$ cat config.mk
export PLATFORM = sky130hd
export DESIGN_NAME = movevars_message_stream_parser
export DESIGN_NICKNAME = d
export VERILOG_FILES = /design/src/mvp_pkg.sv /design/src/mvp_front.sv /design/src/mvp_queue.sv /design/src/mvp_back.sv /design/src/movevars_message_stream_parser.sv
export SDC_FILE = /design/constraint.sdc
export NUM_CORES = 1
export LEC_CHECK = 0
export ABC_AREA = 0
export BUFFER_PORTS_ARGS = -buffer_cell sky130_fd_sc_hd__buf_2
export CAP_MARGIN = 20
export CORE_MARGIN = 2
export CORE_UTILIZATION = 55
export CTS_CLUSTER_SIZE = 28
export DETAILED_ROUTE_END_ITERATION = 7
export PLACE_DENSITY_LB_ADDON = 0.05
export SYNTH_ARGS = -nofsm -noshare
export SYNTH_HDL_FRONTEND = slang
export SYNTH_SLANG_ARGS = --single-unit
$ cat constraint.sdc
create_clock -name clock -period 13.8 [get_ports clock]
set_clock_uncertainty 0.15 [all_clocks]
set_input_delay 2.76 -clock clock [delete_from_list [all_inputs] [get_ports clock]]
set_output_delay 2.76 -clock clock [all_outputs]
set_load 0.01 [all_outputs]
$ cat src/mvp_pkg.sv
// shared types, codes and constants for the movevars message stream parser
`default_nettype none
package mvp_pkg;

   typedef struct packed {
      logic [7:0] payload_byte;
      logic       end_of_payload;
   } req_payload_type;

   typedef struct packed {
      logic [3:0]  record_kind;
      logic [4:0]  field_index;
      logic [31:0] field_value;
      logic [7:0]  extra_byte;
      logic [15:0] msg_offset;
      logic [4:0]  error_code;
      logic        last;
   } rsp_payload_type;

   // parse phase
   typedef enum logic [3:0] {
      PH_IDLE, PH_NUM, PH_FOOT, PH_SKY, PH_CTRL, PH_C32, PH_C5, PH_C39, PH_C9, PH_SKIP
   } phase_type;

   // record kinds
   localparam logic [3:0] KIND_NUMERIC  = 4'd0;
   localparam logic [3:0] KIND_FOOT     = 4'd1;
   localparam logic [3:0] KIND_SKY_CHAR = 4'd2;
   localparam logic [3:0] KIND_SKY_END  = 4'd3;
   localparam logic [3:0] KIND_OP32     = 4'd4;
   localparam logic [3:0] KIND_OP5      = 4'd5;
   localparam logic [3:0] KIND_OP39_HD  = 4'd6;
   localparam logic [3:0] KIND_OP39_CH  = 4'd7;
   localparam logic [3:0] KIND_OP9_CHAR = 4'd8;
   localparam logic [3:0] KIND_OP9_END  = 4'd9;
   localparam logic [3:0] KIND_BOUNDARY = 4'd10;
   localparam logic [3:0] KIND_ERROR    = 4'd11;

   // error codes
   localparam logic [4:0] ERR_OPCODE     = 5'd1;
   localparam logic [4:0] ERR_TRUNC_NUM  = 5'd2;
   localparam logic [4:0] ERR_NONFINITE  = 5'd3;
   localparam logic [4:0] ERR_MAGNITUDE  = 5'd4;
   localparam logic [4:0] ERR_TRUNC_FOOT = 5'd5;
   localparam logic [4:0] ERR_BAD_FOOT   = 5'd6;
   localparam logic [4:0] ERR_SKY_LONG   = 5'd7;
   localparam logic [4:0] ERR_SKY_UNTERM = 5'd8;
   localparam logic [4:0] ERR_NO_BOUND   = 5'd9;
   localparam logic [4:0] ERR_BAD_BOUND  = 5'd10;
   localparam logic [4:0] ERR_DUP_44     = 5'd11;
   localparam logic [4:0] ERR_CTRL_LIMIT = 5'd12;
   localparam logic [4:0] ERR_TRUNC_CTRL = 5'd13;
   localparam logic [4:0] ERR_BAD_NAME   = 5'd14;
   localparam logic [4:0] ERR_OP9_LONG   = 5'd15;
   localparam logic [4:0] ERR_OP9_UNTERM = 5'd16;
   localparam logic [4:0] ERR_UNSUPPORTED = 5'd17;

   // opcodes
   localparam logic [7:0] OP_MOVEVARS = 8'd44;
   localparam logic [7:0] OP_BOUNDARY = 8'd13;
   localparam logic [7:0] OP_C32      = 8'd32;
   localparam logic [7:0] OP_C5       = 8'd5;
   localparam logic [7:0] OP_C39      = 8'd39;
   localparam logic [7:0] OP_C9       = 8'd9;

   localparam logic [7:0] PRINT_LO = 8'h20;
   localparam logic [7:0] PRINT_HI = 8'h7e;
   localparam logic [4:0] LAST_FIRST_BLOCK = 5'd15;
   localparam logic [4:0] LAST_NUMERIC     = 5'd23;
   localparam logic [4:0] OP39_LAST_POS    = 5'd17;

   // config register indexes
   localparam logic [1:0] REG_SKY_LIMIT  = 2'd0;
   localparam logic [1:0] REG_STR_LIMIT  = 2'd1;
   localparam logic [1:0] REG_CTRL_LIMIT = 2'd2;
   localparam logic [1:0] REG_MAG_LIMIT  = 2'd3;

   // up to two records for one byte
   typedef struct packed {
      logic            two;
      rsp_payload_type rec0;
      rsp_payload_type rec1;
   } rec_pair_type;

   // queue status between front and back
   typedef struct packed {
      logic full;
      logic empty;
   } q_status_type;

endpackage
`default_nettype wire

$ cat src/mvp_front.sv
// front end: byte parser state machine producing up to two records per byte
`default_nettype none
module mvp_front #(
   parameter int MAX_STRING_LEN = 255,
   parameter int MAX_CONTROLS   = 255,
   parameter int OFFSET_BITS    = 16
) (
   input  wire logic                     clock,
   input  wire logic                     reset,
   input  wire logic                     in_valid,
   output logic                          in_ready,
   input  wire mvp_pkg::req_payload_type in_item,
   input  wire logic [7:0]               sky_limit,
   input  wire logic [7:0]               str_limit,
   input  wire logic [7:0]               ctrl_limit,
   input  wire logic [30:0]              mag_limit,
   output logic                          push,
   output mvp_pkg::rec_pair_type         push_pair,
   input  wire mvp_pkg::q_status_type    q_status
);
   import mvp_pkg::*;

   localparam logic [7:0] STR_CAP  = 8'(MAX_STRING_LEN);
   localparam logic [7:0] CTRL_CAP = 8'(MAX_CONTROLS);

   phase_type              phase_ff, phase_in;
   logic [4:0]             bif_ff, bif_in;
   logic [4:0]             nidx_ff, nidx_in;
   logic [31:0]            word_ff, word_in;
   logic [7:0]             slen_ff, slen_in;
   logic [7:0]             ccount_ff, ccount_in;
   logic [OFFSET_BITS-1:0] off_ff, off_in;
   logic                   nterm_ff, nterm_in;
   logic [7:0]             saved_ff, saved_in;

   logic                   accept;
   logic [7:0]             b;
   logic                   fin;
   logic [OFFSET_BITS-1:0] cur, nxt, start, name_start;
   logic [31:0]            w;
   logic [7:0]             sky_lim, str_lim, ctl_lim;
   logic [4:0]             pos;
   int                     n;
   rsp_payload_type        r0, r1;

   assign in_ready = !q_status.full;
   assign accept   = in_valid && in_ready;
   assign b        = in_item.payload_byte;
   assign fin      = in_item.end_of_payload;
   assign cur      = off_ff;
   assign nxt      = off_ff + 1'b1;
   assign sky_lim  = (sky_limit < STR_CAP) ? sky_limit : STR_CAP;
   assign str_lim  = (str_limit < STR_CAP) ? str_limit : STR_CAP;
   assign ctl_lim  = (ctrl_limit < CTRL_CAP) ? ctrl_limit : CTRL_CAP;
   assign w        = {b, word_ff[23:0]};
   assign pos      = (bif_ff > OP39_LAST_POS) ? OP39_LAST_POS : bif_ff;

   function automatic rsp_payload_type mk(input logic [3:0] k, input logic [4:0] idx,
         input logic [31:0] v, input logic [7:0] x, input logic [OFFSET_BITS-1:0] o,
         input logic [4:0] e);
      rsp_payload_type r;
      r.record_kind = k;
      r.field_index = idx;
      r.field_value = v;
      r.extra_byte  = x;
      r.msg_offset  = 16'(o);
      r.error_code  = e;
      r.last        = (k == KIND_ERROR) || (k == KIND_BOUNDARY);
      return r;
   endfunction

   // next state and records
   always_comb begin
      phase_in  = phase_ff;
      bif_in    = bif_ff;
      nidx_in   = nidx_ff;
      word_in   = word_ff;
      slen_in   = slen_ff;
      ccount_in = ccount_ff;
      off_in    = nxt;
      nterm_in  = nterm_ff;
      saved_in  = saved_ff;
      n         = 0;
      r0        = '0;
      r1        = '0;
      start     = '0;
      name_start = '0;
      case (phase_ff)
         PH_SKIP: begin
            off_in = off_ff;
            if (fin) phase_in = PH_IDLE;
         end
         PH_IDLE: begin
            if (b != OP_MOVEVARS) begin
               off_in = '0;
               n = 1; r0 = mk(KIND_ERROR, '0, '0, '0, '0, ERR_OPCODE);
            end else begin
               phase_in = PH_NUM; nidx_in = '0; bif_in = '0; word_in = '0;
               slen_in = '0; ccount_in = '0; nterm_in = 1'b0; saved_in = '0;
               off_in = OFFSET_BITS'(1);
               if (fin) begin
                  n = 1; r0 = mk(KIND_ERROR, '0, '0, '0, OFFSET_BITS'(1), ERR_TRUNC_NUM);
               end
            end
         end
         PH_NUM: begin
            start = cur - OFFSET_BITS'(bif_ff[1:0]);
            if (bif_ff[1:0] != 2'd3) begin
               case (bif_ff[1:0])
                  2'd0:    word_in = {24'd0, b};
                  2'd1:    word_in = {16'd0, b, word_ff[7:0]};
                  default: word_in = {8'd0, b, word_ff[15:0]};
               endcase
               bif_in = {3'd0, bif_ff[1:0]} + 5'd1;
               if (fin) begin
                  n = 1; r0 = mk(KIND_ERROR, '0, '0, '0, start, ERR_TRUNC_NUM);
               end
            end else begin
               bif_in = '0; word_in = '0;
               if (w[30:23] == 8'hff) begin
                  n = 1; r0 = mk(KIND_ERROR, '0, '0, '0, start, ERR_NONFINITE);
               end else if (w[30:0] > mag_limit) begin
                  n = 1; r0 = mk(KIND_ERROR, '0, '0, '0, start, ERR_MAGNITUDE);
               end else begin
                  n = 1; r0 = mk(KIND_NUMERIC, nidx_ff, w, '0, start, '0);
                  if (nidx_ff == LAST_FIRST_BLOCK) begin
                     phase_in = PH_FOOT;
                     if (fin) begin
                        n = 2; r1 = mk(KIND_ERROR, '0, '0, '0, nxt, ERR_TRUNC_FOOT);
                     end
                  end else if (nidx_ff >= LAST_NUMERIC) begin
                     phase_in = PH_SKY; slen_in = '0;
                     if (fin) begin
                        n = 2; r1 = mk(KIND_ERROR, '0, '0, '0, nxt, ERR_SKY_UNTERM);
                     end
                  end else begin
                     nidx_in = nidx_ff + 5'd1;
                     if (fin) begin
                        n = 2; r1 = mk(KIND_ERROR, '0, '0, '0, nxt, ERR_TRUNC_NUM);
                     end
                  end
               end
            end
         end
         PH_FOOT: begin
            if (b > 8'd1) begin
               n = 1; r0 = mk(KIND_ERROR, '0, '0, '0, cur, ERR_BAD_FOOT);
            end else begin
               n = 1; r0 = mk(KIND_FOOT, '0, {24'd0, b}, '0, cur, '0);
               phase_in = PH_NUM; nidx_in = 5'd16; bif_in = '0; word_in = '0;
               if (fin) begin
                  n = 2; r1 = mk(KIND_ERROR, '0, '0, '0, nxt, ERR_TRUNC_NUM);
               end
            end
         end
         PH_SKY: begin
            if (b == 8'd0) begin
               n = 1; r0 = mk(KIND_SKY_END, '0, {24'd0, slen_ff}, '0, cur, '0);
               phase_in = PH_CTRL;
               if (fin) begin
                  n = 2; r1 = mk(KIND_ERROR, '0, '0, '0, nxt, ERR_NO_BOUND);
               end
            end else if (slen_ff >= sky_lim) begin
               n = 1; r0 = mk(KIND_ERROR, '0, '0, '0, cur, ERR_SKY_LONG);
            end else begin
               n = 1; r0 = mk(KIND_SKY_CHAR, '0, {24'd0, b}, '0, cur, '0);
               slen_in = slen_ff + 8'd1;
               if (fin) begin
                  n = 2; r1 = mk(KIND_ERROR, '0, '0, '0, nxt, ERR_SKY_UNTERM);
               end
            end
         end
         PH_CTRL: begin
            if (b == OP_BOUNDARY) begin
               n = 1;
               if (fin) r0 = mk(KIND_ERROR, '0, '0, '0, cur, ERR_BAD_BOUND);
               else begin
                  r0 = mk(KIND_BOUNDARY, '0, {24'd0, ccount_ff} + 32'd2, '0, cur, '0);
                  phase_in = PH_SKIP;
               end
            end else if (b == OP_MOVEVARS) begin
               n = 1; r0 = mk(KIND_ERROR, '0, '0, '0, cur, ERR_DUP_44);
            end else if (ccount_ff >= ctl_lim) begin
               n = 1; r0 = mk(KIND_ERROR, '0, '0, '0, cur, ERR_CTRL_LIMIT);
            end else begin
               bif_in = '0; slen_in = '0; nterm_in = 1'b0;
               if (b == OP_C32 || b == OP_C5 || b == OP_C39) begin
                  phase_in = (b == OP_C32) ? PH_C32 : (b == OP_C5) ? PH_C5 : PH_C39;
                  if (fin) begin
                     n = 1; r0 = mk(KIND_ERROR, '0, '0, '0, cur, ERR_TRUNC_CTRL);
                  end
               end else if (b == OP_C9) begin
                  phase_in = PH_C9;
                  if (fin) begin
                     n = 1; r0 = mk(KIND_ERROR, '0, '0, '0, nxt, ERR_OP9_UNTERM);
                  end
               end else begin
                  n = 1; r0 = mk(KIND_ERROR, '0, '0, '0, cur, ERR_UNSUPPORTED);
               end
            end
         end
         PH_C32, PH_C5: begin
            start = cur - OFFSET_BITS'(1) - OFFSET_BITS'(bif_ff[0]);
            if (!bif_ff[0]) begin
               saved_in = b; bif_in = 5'd1;
               if (fin) begin
                  n = 1; r0 = mk(KIND_ERROR, '0, '0, '0, start, ERR_TRUNC_CTRL);
               end
            end else begin
               n = 1;
               if (phase_ff == PH_C32) r0 = mk(KIND_OP32, '0, {24'd0, saved_ff}, b, start, '0);
               else r0 = mk(KIND_OP5, '0, {16'd0, b, saved_ff}, '0, start, '0);
               ccount_in = ccount_ff + 8'd1; phase_in = PH_CTRL; bif_in = '0;
               if (fin) begin
                  n = 2; r1 = mk(KIND_ERROR, '0, '0, '0, nxt, ERR_NO_BOUND);
               end
            end
         end
         PH_C39: begin
            start = cur - OFFSET_BITS'(1) - OFFSET_BITS'(pos);
            name_start = start + OFFSET_BITS'(3);
            if (fin && pos < OP39_LAST_POS) begin
               n = 1; r0 = mk(KIND_ERROR, '0, '0, '0, start, ERR_TRUNC_CTRL);
            end else begin
               if (pos == 5'd0) saved_in = b;
               else if (pos == 5'd1) begin
                  n = 1; r0 = mk(KIND_OP39_HD, '0, {24'd0, saved_ff}, b, start, '0);
               end else if (nterm_ff) begin
                  if (b != 8'd0) begin
                     n = 1;
                     r0 = mk(KIND_ERROR, '0, '0, '0, name_start + OFFSET_BITS'(slen_ff),
                             ERR_BAD_NAME);
                  end
               end else if (b == 8'd0) begin
                  if (pos == 5'd2) begin
                     n = 1; r0 = mk(KIND_ERROR, '0, '0, '0, name_start, ERR_BAD_NAME);
                  end else nterm_in = 1'b1;
               end else if (b < PRINT_LO || b > PRINT_HI || pos == OP39_LAST_POS) begin
                  n = 1; r0 = mk(KIND_ERROR, '0, '0, '0, name_start, ERR_BAD_NAME);
               end else begin
                  n = 1; r0 = mk(KIND_OP39_CH, '0, {24'd0, b}, '0, cur, '0);
                  slen_in = slen_ff + 8'd1;
               end
               // an error record above ends the message
               if (!(n == 1 && r0.record_kind == KIND_ERROR)) begin
                  if (pos == OP39_LAST_POS) begin
                     ccount_in = ccount_ff + 8'd1; phase_in = PH_CTRL; bif_in = '0;
                     if (fin) begin
                        if (n == 0) r0 = mk(KIND_ERROR, '0, '0, '0, nxt, ERR_NO_BOUND);
                        else r1 = mk(KIND_ERROR, '0, '0, '0, nxt, ERR_NO_BOUND);
                        n = n + 1;
                     end
                  end else bif_in = pos + 5'd1;
               end
            end
         end
         PH_C9: begin
            if (b == 8'd0) begin
               n = 1; r0 = mk(KIND_OP9_END, '0, {24'd0, slen_ff}, '0, cur, '0);
               ccount_in = ccount_ff + 8'd1; phase_in = PH_CTRL;
               if (fin) begin
                  n = 2; r1 = mk(KIND_ERROR, '0, '0, '0, nxt, ERR_NO_BOUND);
               end
            end else if (slen_ff >= str_lim) begin
               n = 1; r0 = mk(KIND_ERROR, '0, '0, '0, cur, ERR_OP9_LONG);
            end else begin
               n = 1; r0 = mk(KIND_OP9_CHAR, '0, {24'd0, b}, '0, cur, '0);
               slen_in = slen_ff + 8'd1;
               if (fin) begin
                  n = 2; r1 = mk(KIND_ERROR, '0, '0, '0, nxt, ERR_OP9_UNTERM);
               end
            end
         end
         default: begin
            off_in = off_ff;
            phase_in = fin ? PH_IDLE : PH_SKIP;
         end
      endcase
      // any error record closes the message
      if ((n >= 1 && r0.record_kind == KIND_ERROR) || (n == 2 && r1.record_kind == KIND_ERROR))
         phase_in = fin ? PH_IDLE : PH_SKIP;
   end

   assign push           = accept && (n != 0);
   assign push_pair.two  = (n == 2);
   assign push_pair.rec0 = r0;
   assign push_pair.rec1 = r1;

   always_ff @(posedge clock) begin
      if (reset) begin
         phase_ff  <= PH_IDLE;
         bif_ff    <= '0;
         nidx_ff   <= '0;
         word_ff   <= '0;
         slen_ff   <= '0;
         ccount_ff <= '0;
         off_ff    <= '0;
         nterm_ff  <= 1'b0;
         saved_ff  <= '0;
      end else if (accept) begin
         phase_ff  <= phase_in;
         bif_ff    <= bif_in;
         nidx_ff   <= nidx_in;
         word_ff   <= word_in;
         slen_ff   <= slen_in;
         ccount_ff <= ccount_in;
         off_ff    <= off_in;
         nterm_ff  <= nterm_in;
         saved_ff  <= saved_in;
      end
   end
endmodule
`default_nettype wire

$ cat src/mvp_queue.sv
// short record-pair queue between front and back
`default_nettype none
module mvp_queue (
   input  wire logic                  clock,
   input  wire logic                  reset,
   input  wire logic                  push,
   input  wire mvp_pkg::rec_pair_type push_pair,
   input  wire logic                  pop,
   output mvp_pkg::rec_pair_type      head,
   output mvp_pkg::q_status_type      status
);
   import mvp_pkg::*;

   rec_pair_type slot_ff [2];
   rec_pair_type slot0_in, slot1_in;
   logic [1:0]   cnt_ff, cnt_in;

   assign head         = slot_ff[0];
   assign status.full  = (cnt_ff == 2'd2);
   assign status.empty = (cnt_ff == 2'd0);

   always_comb begin
      slot0_in = slot_ff[0];
      slot1_in = slot_ff[1];
      cnt_in   = cnt_ff;
      if (pop) begin
         slot0_in = slot_ff[1];
         cnt_in   = cnt_in - 2'd1;
      end
      if (push) begin
         if (cnt_in == 2'd0) slot0_in = push_pair;
         else slot1_in = push_pair;
         cnt_in = cnt_in + 2'd1;
      end
   end

   always_ff @(posedge clock) begin
      if (reset) cnt_ff <= '0;
      else cnt_ff <= cnt_in;
   end

   always_ff @(posedge clock) begin
      slot_ff[0] <= slot0_in;
      slot_ff[1] <= slot1_in;
   end
endmodule
`default_nettype wire

$ cat src/mvp_back.sv
// back end: issues queued record pairs one record per transaction
`default_nettype none
module mvp_back (
   input  wire logic                  clock,
   input  wire logic                  reset,
   input  wire mvp_pkg::rec_pair_type head,
   input  wire mvp_pkg::q_status_type q_status,
   output logic                       pop,
   output logic                       out_valid,
   input  wire logic                  out_ready,
   output mvp_pkg::rsp_payload_type   out_item
);
   import mvp_pkg::*;

   logic second_ff, second_in;

   assign out_valid = !q_status.empty;
   assign out_item  = second_ff ? head.rec1 : head.rec0;
   assign pop       = out_valid && out_ready && (second_ff || !head.two);

   always_comb begin
      second_in = second_ff;
      if (out_valid && out_ready) second_in = !second_ff && head.two;
   end

   always_ff @(posedge clock) begin
      if (reset) second_ff <= 1'b0;
      else second_ff <= second_in;
   end
endmodule
`default_nettype wire

$ cat src/movevars_message_stream_parser.sv
// top level of the movevars message stream parser
// a record is written into the queue when its byte is accepted and is offered from the queue head
// throughput: one byte per cycle while the queue is not full; bytes giving two records take two output transactions
// the two-entry queue lets the parser run ahead while the output is stalled
// reset: synchronous active high, parser back to waiting for an opcode byte,
// queue emptied, configuration registers at their documented defaults
`default_nettype none
module movevars_message_stream_parser #(
   parameter int MAX_STRING_LEN = 255,
   parameter int MAX_CONTROLS   = 255,
   parameter int OFFSET_BITS    = 16
) (
   input  wire logic                     clock,
   input  wire logic                     reset,
   input  wire logic                     req_valid,
   output logic                          req_ready,
   input  wire mvp_pkg::req_payload_type req_payload,
   output logic                          rsp_valid,
   input  wire logic                     rsp_ready,
   output mvp_pkg::rsp_payload_type      rsp_payload,
   input  wire logic                     csr_psel,
   input  wire logic                     csr_penable,
   input  wire logic                     csr_pwrite,
   input  wire logic [3:0]               csr_paddr,
   input  wire logic [31:0]              csr_pwdata,
   output logic [31:0]                   csr_prdata,
   output logic                          csr_pready
);
   import mvp_pkg::*;

   // configuration registers
   logic [7:0]  sky_ff, str_ff, ctl_ff;
   logic [30:0] mag_ff;
   logic        wr;
   logic [1:0]  reg_idx;

   assign csr_pready = 1'b1;
   assign reg_idx    = csr_paddr[3:2];
   assign wr         = csr_psel && csr_penable && csr_pwrite;

   always_ff @(posedge clock) begin
      if (reset) begin
         sky_ff <= 8'd255;
         str_ff <= 8'd255;
         ctl_ff <= 8'd64;
         mag_ff <= 31'h49742400;
      end else if (wr) begin
         case (reg_idx)
            REG_SKY_LIMIT:  sky_ff <= csr_pwdata[7:0];
            REG_STR_LIMIT:  str_ff <= csr_pwdata[7:0];
            REG_CTRL_LIMIT: ctl_ff <= csr_pwdata[7:0];
            REG_MAG_LIMIT:  mag_ff <= csr_pwdata[30:0];
            default: ;
         endcase
      end
   end

   // register read mux
   always_comb begin
      case (reg_idx)
         REG_SKY_LIMIT:  csr_prdata = {24'd0, sky_ff};
         REG_STR_LIMIT:  csr_prdata = {24'd0, str_ff};
         REG_CTRL_LIMIT: csr_prdata = {24'd0, ctl_ff};
         REG_MAG_LIMIT:  csr_prdata = {1'b0, mag_ff};
         default:        csr_prdata = '0;
      endcase
   end

   logic         push, pop;
   rec_pair_type push_pair, head;
   q_status_type q_status;

   // front: parses one byte per transaction
   mvp_front #(
      .MAX_STRING_LEN (MAX_STRING_LEN),
      .MAX_CONTROLS   (MAX_CONTROLS),
      .OFFSET_BITS    (OFFSET_BITS)
   ) u_front (
      .clock      (clock),
      .reset      (reset),
      .in_valid   (req_valid),
      .in_ready   (req_ready),
      .in_item    (req_payload),
      .sky_limit  (sky_ff),
      .str_limit  (str_ff),
      .ctrl_limit (ctl_ff),
      .mag_limit  (mag_ff),
      .push       (push),
      .push_pair  (push_pair),
      .q_status   (q_status)
   );

   // queue of record pairs
   mvp_queue u_queue (
      .clock     (clock),
      .reset     (reset),
      .push      (push),
      .push_pair (push_pair),
      .pop       (pop),
      .head      (head),
      .status    (q_status)
   );

   // back: serialises pairs onto the result channel
   mvp_back u_back (
      .clock     (clock),
      .reset     (reset),
      .head      (head),
      .q_status  (q_status),
      .pop       (pop),
      .out_valid (rsp_valid),
      .out_ready (rsp_ready),
      .out_item  (rsp_payload)
   );

`ifndef NO_ASSERTIONS
   // no push into a full queue
   assert property (@(posedge clock) disable iff (reset) push |-> !q_status.full)
      else $error("push into full queue");
   // error and boundary records always carry last
   assert property (@(posedge clock) disable iff (reset)
      rsp_valid && (rsp_payload.record_kind == KIND_ERROR ||
                    rsp_payload.record_kind == KIND_BOUNDARY) |-> rsp_payload.last)
      else $error("closing record without last");
   // an unpopped head stays in place
   assert property (@(posedge clock) disable iff (reset)
      rsp_valid && !rsp_ready |=> rsp_valid)
      else $error("result dropped while stalled");
`endif
endmodule
`default_nettype wire
==> impl_results.md, run 1 <==
- Outcome: finished, final reports clean
- Sequential fraction of the synthesis area: 37.6%
- Commonest non-fill, non-tap cell in the layout: nand2_1
- RSZ-0062 raised after global routing: no
- Post-route ant nets: 0
- CP arrival: 9.07 ns
- Most frequent cells in the layout: nand2_1, dfxtp_1, nor2_1
- Top cell type's share of synthesized area: 25.0%
- Residual DRC: 0
- Die Ht: 206 um
- CP Cell Sequence: buf_2 -> ha_1 -> nand4_1 -> nor3_1 -> nand4_1 -> nand2b_1 -> a31oi_1 -> nor3_2 -> buf_4 -> o31ai_1 -> nand2_1 -> o21ai_1 -> or2_4 -> buf_4 -> buf_4 -> and3_1 -> a31oi_1
- # IOs: 158
- Highest routed layer: met4
- CP max stage delay: 0.75 ns
- Fill count: 3549
- Area growth, synth to finish: 9.84%
- DR WL met3: 7.22 mm
- Met2 wire len: 30.5 mm
- Setup bufs post-CTS: 0
- Fin crit period: 8.79 ns
- Vias in the first global route: 19500
- DR iter-0 viols: 2575
- CTS sink cnt: 374
- Achievable frequency: 114 MHz
- Die footprint: 0.0424 sq mm
- Dominant synthesized flop cell: dfxtp_1
- Total buffers and inverters traversed by the critical path: 4
- Total chip power: 4.90 mW
- Required time of the critical path: 14.08 ns
- Syn nets: 2895
- Clk slew on worst S/H paths: 0.06 ns
- Initial antenna violation count: 0
- Synthesized area per cell: 8.16 sq um
- Synth area leaders: dfxtp_1, edfxtp_1, nand2_1
- Worst Setup End Kind: register
- FP Rows: 73
- Crit path depth: 17
- Maximum clock insertion buffer count: 3
- Startpoint class of the critical path: primary input
- Synth Instances: 2749
- Aggregate routed wire length: 73.9 mm
- EDFF count, synth: 94
- Core area: 0.0400 sq mm
- Most numerous cell on the critical path: buf_4
- Met1 WL: 34.6 mm
- Post-CTS Hold Fix Bufs: 0
- RR Startpoint: u_front.bif_ff[0]$_SDFFE_PP0P_
- Synth unique cells: 94
- Post-cts sizing count: 0
- Synthesized flop and latch total: 374
- Gpl congestion: 0.984
- Gr usage total: 34.3%
- Final Hold Fails: 0
- Yosys warns: 0
- Tcrit/Tclk final: 63.7%
- Clock Latency Late Sink: 0.57 ns
- Setup Crit Path Kind: primary input to register
- DP HPWL: 52.8 mm
- Drt first pass iters: 6
- Worst-Margin Slew: 1.06 ns
- Initial cell density of the core: 56.1%
- Worst min path class: register to register
- Final net count: 2928
- Crit path max fanout: 84
- CTS Buf Count: 41
- Start point of the critical path: req_payload[7]
- Synth area leader: dfxtp_1
- DR vias/cell: 6.34
- Pins Over Slew Limit: 0
- Worst vdd ir: 0.155 mV
- Largest net degree at the start of global routing: 111
- TritonCTS clock tree: done
- Placed Cells: 3264
- Via Count: 21200
- Critical path endpoint: u_queue.slot_ff[0][139]$_DFF_P_
- Max-cap viol count: 0
- I/O Buffers: 152
- WL per Instance: 22.1 um
- DP Worst Slack: 4.59 ns
- Leak: 10.4 nW
- First-pass GRT wire length: 113 mm
- Grt total ovfl: 0
- Async SR Flop Fraction: 0%
- CTS Root Buffer Type: clkbuf_16
- Mapped cell area: 0.0224 sq mm
- Setup ws final: 5.01 ns
- Layout cells sized above 1: 13.1%
- Register-to-Register Path Depth: 14
- RR Endpoint: u_queue.slot_ff[0][139]$_DFF_P_
- Max-slew headroom at the worst pin: 29.2%
- FF-to-FF setup slack: 6.54 ns
- Setup tns final: 0 ns
- Final setup viols: 0
- Worst path top cell family by delay: simple AND/OR/NAND/NOR gates
- Crit path max-delay cell type: buf_4
- Width of the die: 206 um
- Cell Pwr Density: 199 mW/mm^2
- Layout Cells excl Fill: 3341
- Final hold slack: 0.303 ns
- Clock H-tree levels: 2
-- final cells by class --
cell class                 count  area (sq um)  area share (%)
multi-input combinational   2080         12900            52.2
sequential                   374          8430            34.2
clock buffer                  66          1200            4.87
timing repair buffer         190          1050            4.24
tap                          525           657            2.67
inverter                      95           357            1.45
clock inverter                10          85.1           0.345
antenna                        1          2.50          0.0102
-- cells by family (layout without fill, tap and decap cells) --
| family | after synthesis | in the layout | share of synthesized area, % |
|---|---|---|---|
| other cells | 2 | 3 | 0.0335 |
| buf+inv | 295 | 361 | 5.24 |
| xor+xnor | 100 | 100 | 3.94 |
| flops | 374 | 374 | 37.6 |
| fa+ha+maj | 94 | 94 | 5.34 |
| compound gates | 632 | 632 | 18.4 |
| mux | 105 | 105 | 5.54 |
| simple gates | 1147 | 1147 | 24.0 |
-- through the flow --
| step | cell area, sq um | util [%] |
|---|---|---|
| global placement | 23400 | 58.4 |
| CTS | 24600 | 61.6 |
| detailed placement | 23400 | 58.4 |
| finish | 24600 | 61.6 |
| global route | 24600 | 61.6 |
| floorplan | 22400 | - |
-- how the worst min path moves through the flow --
stage / from / endpoint / slack [ns] / depth (start not counted)
3_3_place_gp: u_front.saved_ff[6]$_SDFFE_PP0P_ / u_front.saved_ff[6]$_SDFFE_PP0P_ / 0.29 / 2
4_1_cts: u_front.saved_ff[5]$_SDFFE_PP0P_ / u_front.saved_ff[5]$_SDFFE_PP0P_ / 0.31 / 2
6_report: u_front.saved_ff[5]$_SDFFE_PP0P_ / u_front.saved_ff[5]$_SDFFE_PP0P_ / 0.30 / 2
5_1_grt: u_front.saved_ff[7]$_SDFFE_PP0P_ / u_front.saved_ff[7]$_SDFFE_PP0P_ / 0.32 / 2
3_5_place_dp: u_front.saved_ff[5]$_SDFFE_PP0P_ / u_front.saved_ff[5]$_SDFFE_PP0P_ / 0.30 / 2
2_1_floorplan: u_front.saved_ff[2]$_SDFFE_PP0P_ / u_front.saved_ff[2]$_SDFFE_PP0P_ / 0.28 / 2
-- sequential cells by signal (all words and copies together), names as in the netlist --
register,flops
u_front.word_ff,24
u_front.cur,16
str_ff,8
u_queue.cnt_ff,2
u_front.slen_ff,8
sky_ff,8
u_front.nterm_ff,1
u_queue.slot_ff,237
u_front.saved_ff,8
u_front.nidx_ff,5
u_front.ccount_ff,8
mag_ff,31
u_front.phase_ff,4
u_front.bif_ff,5
u_back.second_ff,1
ctl_ff,8
-- worst min-delay path: cells and delay by family (launching register included) --
family	cells	cell delay, ns
AO/OA/AOI/OAI	1	0.05
flip-flops	1	0.31
AND/OR/NAND/NOR	1	0.05
-- layer usage --
| layer | vias up | global-route usage (%) |
|---|---|---|
| li1 | 9877 | - |
| met1 | 10200 | 52.9 |
| met2 | 1003 | 49.1 |
| met3 | 116 | 6.09 |
| met4 | 0 | 8.85 |
| met5 | - | 0 |
-- Yosys cell counts (9+ instances only) --
library cell / n
inv_1: 94
edfxtp_1: 94
o211ai_1: 38
nand4_1: 26
buf_1: 11
nor3_1: 42
nand2_1: 440
or4_1: 10
clkbuf_1: 161
dfxtp_1: 280
mux2i_1: 24
nand2b_1: 14
a21oi_1: 174
or3_1: 16
nor2_1: 269
a221oi_1: 10
and3_1: 114
nand3_1: 93
o31ai_1: 9
o21a_1: 16
nor4_1: 13
xnor2_1: 54
xor2_1: 45
a22oi_1: 12
o221ai_1: 14
o22ai_1: 10
mux2_2: 73
or2_2: 13
o21ai_0: 101
and2_1: 41
a21o_1: 25
a31oi_1: 100
a211oi_1: 22
buf_2: 18
ha_1: 91
nor2b_1: 16
-- power by group --
part           internal, mW  switching, mW
registers              1.43          0.121
logic                 0.814           1.48
clock network         0.602          0.445
Power figures use the tool's default switching activity.
==> inputs of run 2 (changes only) <==
==> constraint.sdc (replaced) <==
create_clock -name clock -period 8.2 [get_ports clock]
set_clock_uncertainty 0.15 [all_clocks]
set_input_delay 1.64 -clock clock [delete_from_list [all_inputs] [get_ports clock]]
set_output_delay 1.64 -clock clock [all_outputs]
set_load 0.01 [all_outputs]
==> run 2 against run 1 <==
  * Hold slack better by 0.0011 ns
  * Final cell count about the same
  * Clock power up 70%
  * Register-to-register slack worse by 4.9 ns
  * First-iteration DRC count up 7.6%
  * Combinational power up 71%
  * Largest power group unchanged
  * Highest routed layer is now met5
==> impl_results.md, run 2 (synthesized netlist as in run 1, its figures left out) <==
- CP Cell Sequence: inv_1 -> ha_1 -> o21ai_0 -> nand2_1 -> nand2_1 -> ha_1 -> fa_1 -> nor2b_1 -> o31a_1 -> nor4bb_1 -> xor2_1 -> nor3_1 -> xor2_1 -> ha_1 -> a21o_1 -> a31oi_1 -> xor2_1 -> mux2i_1 -> o22ai_1 -> o21ai_0 -> a221oi_1 -> or2_2 (was buf_2 -> ha_1 -> nand4_1 -> nor3_1 -> nand4_1 -> nand2b_1 -> a31oi_1 -> nor3_2 -> buf_4 -> o31ai_1 -> nand2_1 -> o21ai_1 -> or2_4 -> buf_4 -> buf_4 -> and3_1 -> a31oi_1)
- CTS Buf Count: 40 (was 41)
- Width of the die: 206 um (unchanged)
- Vias in the first global route: 19300 (was 19500)
- Worst-Margin Slew: 1.06 ns (about the same)
- Drt first pass iters: 6 (unchanged)
- Reg with most FFs: u_queue.slot_ff (unchanged)
- TritonCTS clock tree: done (unchanged)
- Required time of the critical path: 8.37 ns (was 14.08 ns)
- Max reg flops: 237 (unchanged)
- WL per Instance: 22.2 um (was 22.1 um)
- DP Worst Slack: 1.73 ns (was 4.59 ns)
- Core area: 0.0400 sq mm (unchanged)
- CTS Root Buffer Type: clkbuf_16 (unchanged)
- Post-route ant nets: 0 (unchanged)
- Gr usage total: 34.6% (was 34.3%)
- Startpoint class of the critical path: register (was primary input)
- # IOs: 158 (unchanged)
- Maximum clock insertion buffer count: 3 (unchanged)
- Final Hold Fails: 0 (unchanged)
- Gpl congestion: 0.973 (was 0.984)
- Aggregate routed wire length: 74.3 mm (was 73.9 mm)
- Cell Pwr Density: 337 mW/mm^2 (was 199 mW/mm^2)
- Total chip power: 8.34 mW (was 4.90 mW)
- Worst Setup End Kind: register (unchanged)
- Largest net degree at the start of global routing: 105 (was 111)
- Hold depth: 2 (unchanged)
- Post-cts sizing count: 0 (unchanged)
- Crit path max-delay cell type: xor2_1 (was buf_4)
- Worst min path class: register to register (unchanged)
- RSZ-0062 raised after global routing: no (unchanged)
- Final net count: 2932 (was 2928)
- Via Count: 21200 (about the same)
- Fill count: 3555 (was 3549)
- Leak: 10.4 nW (about the same)
- Die Ht: 206 um (unchanged)
- Post-route cell area: 0.0247 sq mm (was 0.0246 sq mm)
- Outcome: finished, final reports clean (unchanged)
- DR iter-0 viols: 2770 (was 2575)
- Layout cells sized above 1: 13.2% (was 13.1%)
- Achievable frequency: 152 MHz
- Initial antenna violation count: 2 (was 0)
- Setup tns final: 0 ns (unchanged)
- Clk slew on worst S/H paths: 0.06 ns (about the same)
- Fin crit period: 6.56 ns
- Worst vdd ir: 0.275 mV (was 0.155 mV)
- Initial cell density of the core: 56.1% (unchanged)
- Tcrit/Tclk final: 80.0%
- First-pass GRT wire length: 114 mm (was 113 mm)
- Residual DRC: 0 (unchanged)
- Top Registers: u_queue.slot_ff: 237 flops, mag_ff: 31 flops, u_front.word_ff: 24 flops (unchanged)
- Crit path max fanout: 9 (was 84)
- DP HPWL: 53.2 mm (was 52.8 mm)
- Register-to-Register Path Depth: 22 (was 14)
- Die footprint: 0.0424 sq mm (unchanged)
- Grt total ovfl: 0 (unchanged)
- Max-slew headroom at the worst pin: 27.6% (was 29.2%)
- Placed Instance Area: 0.0234 sq mm (about the same)
- Area growth, synth to finish: 10.1% (was 9.84%)
- Pins Over Slew Limit: 0 (unchanged)
- Setup bufs post-CTS: 0 (unchanged)
- FP Rows: 73 (unchanged)
- Post-CTS Hold Fix Bufs: 0 (unchanged)
- Max-cap viol count: 0 (unchanged)
- CP max stage delay: 0.66 ns (was 0.75 ns)
- Setup ws final: 1.64 ns (was 5.01 ns)
- Setup Crit Path Kind: register to register (was primary input to register)
- Commonest non-fill, non-tap cell in the layout: nand2_1 (unchanged)
- Most frequent cells in the layout: nand2_1, dfxtp_1, nor2_1 (unchanged)
- Clock Latency Late Sink: 0.57 ns (about the same)
- DR vias/cell: 6.35 (was 6.34)
- Clock H-tree levels: 2 (unchanged)
- CTS sink cnt: 374 (unchanged)
- CP arrival: 6.74 ns (was 9.07 ns)
- Final setup viols: 0 (unchanged)
- I/O Buffers: 152 (unchanged)
## run 2: cell types whose count changed in the layout (fill, tap and decap cells not counted), moves of 2 or more
cell        previous run  this run
buf_4                 38        41
buf_12                 0         2
clkbuf_1              18        16
clkinv_2               5         3
clkinvlp_4             0         2
## run 2: where the power goes
group	switching [mW]	total [mW]	internal, mW
Combinational	2.54	3.94	1.40
Sequential	0.208	2.61	2.40
Clock	0.757	1.79	1.03
Total	3.51	8.34	4.83
## run 2: final cells by class
class | instances | area, sq um | area share (%)
multi-input cells | 2080 | 12900 | 52.1
flip-flops and latches | 374 | 8430 | 34.1
clock buffers | 64 | 1180 | 4.79
repair buffers | 195 | 1110 | 4.49
well taps | 525 | 657 | 2.66
inverters | 95 | 357 | 1.44
clock inverters | 10 | 108 | 0.436
diodes | 1 | 2.50 | 0.0101
## run 2: path summary, 6_finish.rpt
kind | endpoint | from | slack [ns]
worst max-delay path | u_queue.slot_ff[0][228]$_DFFE_PP_ | u_front.bif_ff[1]$_SDFFE_PP0P_ | 1.64
worst min-delay path | u_front.word_ff[0]$_SDFFE_PP0P_ | u_front.word_ff[0]$_SDFFE_PP0P_ | 0.30
worst max register to register | u_queue.slot_ff[0][228]$_DFFE_PP_ | u_front.bif_ff[1]$_SDFFE_PP0P_ | 1.64
worst min register to register | u_front.word_ff[0]$_SDFFE_PP0P_ | u_front.word_ff[0]$_SDFFE_PP0P_ | 0.30
## run 2: per-stage QoR
step | hold slack [ns] | instances | util, %
after detailed placement | 0.293 | 3269 | 58.5
final | 0.304 | 3344 | 61.8
after CTS | 0.302 | 3343 | 61.8
after global routing | 0.328 | 3343 | 61.8
after floorplan | 0.281 | 2749 | -
after global placement | 0.288 | 3269 | 58.5
## run 2: routing by layer
layer  share of wire, %  vias up  GRT usage (%)
met1                 46    10200           53.5
li1                   -     9883              -
met2                 42     1007           49.0
met4                1.9        2           8.39
met3                 10      103           6.39
met5              0.018        -              0
## run 2: critical path: cells and delay by family (launching register included)
family	cells	cell delay (ns)
fa+ha+maj	4	1.09
simple gates	6	1.20
compound gates	7	1.76
flops	1	0.51
xor+xnor	3	1.13
mux	1	0.23
buf+inv	1	0.26
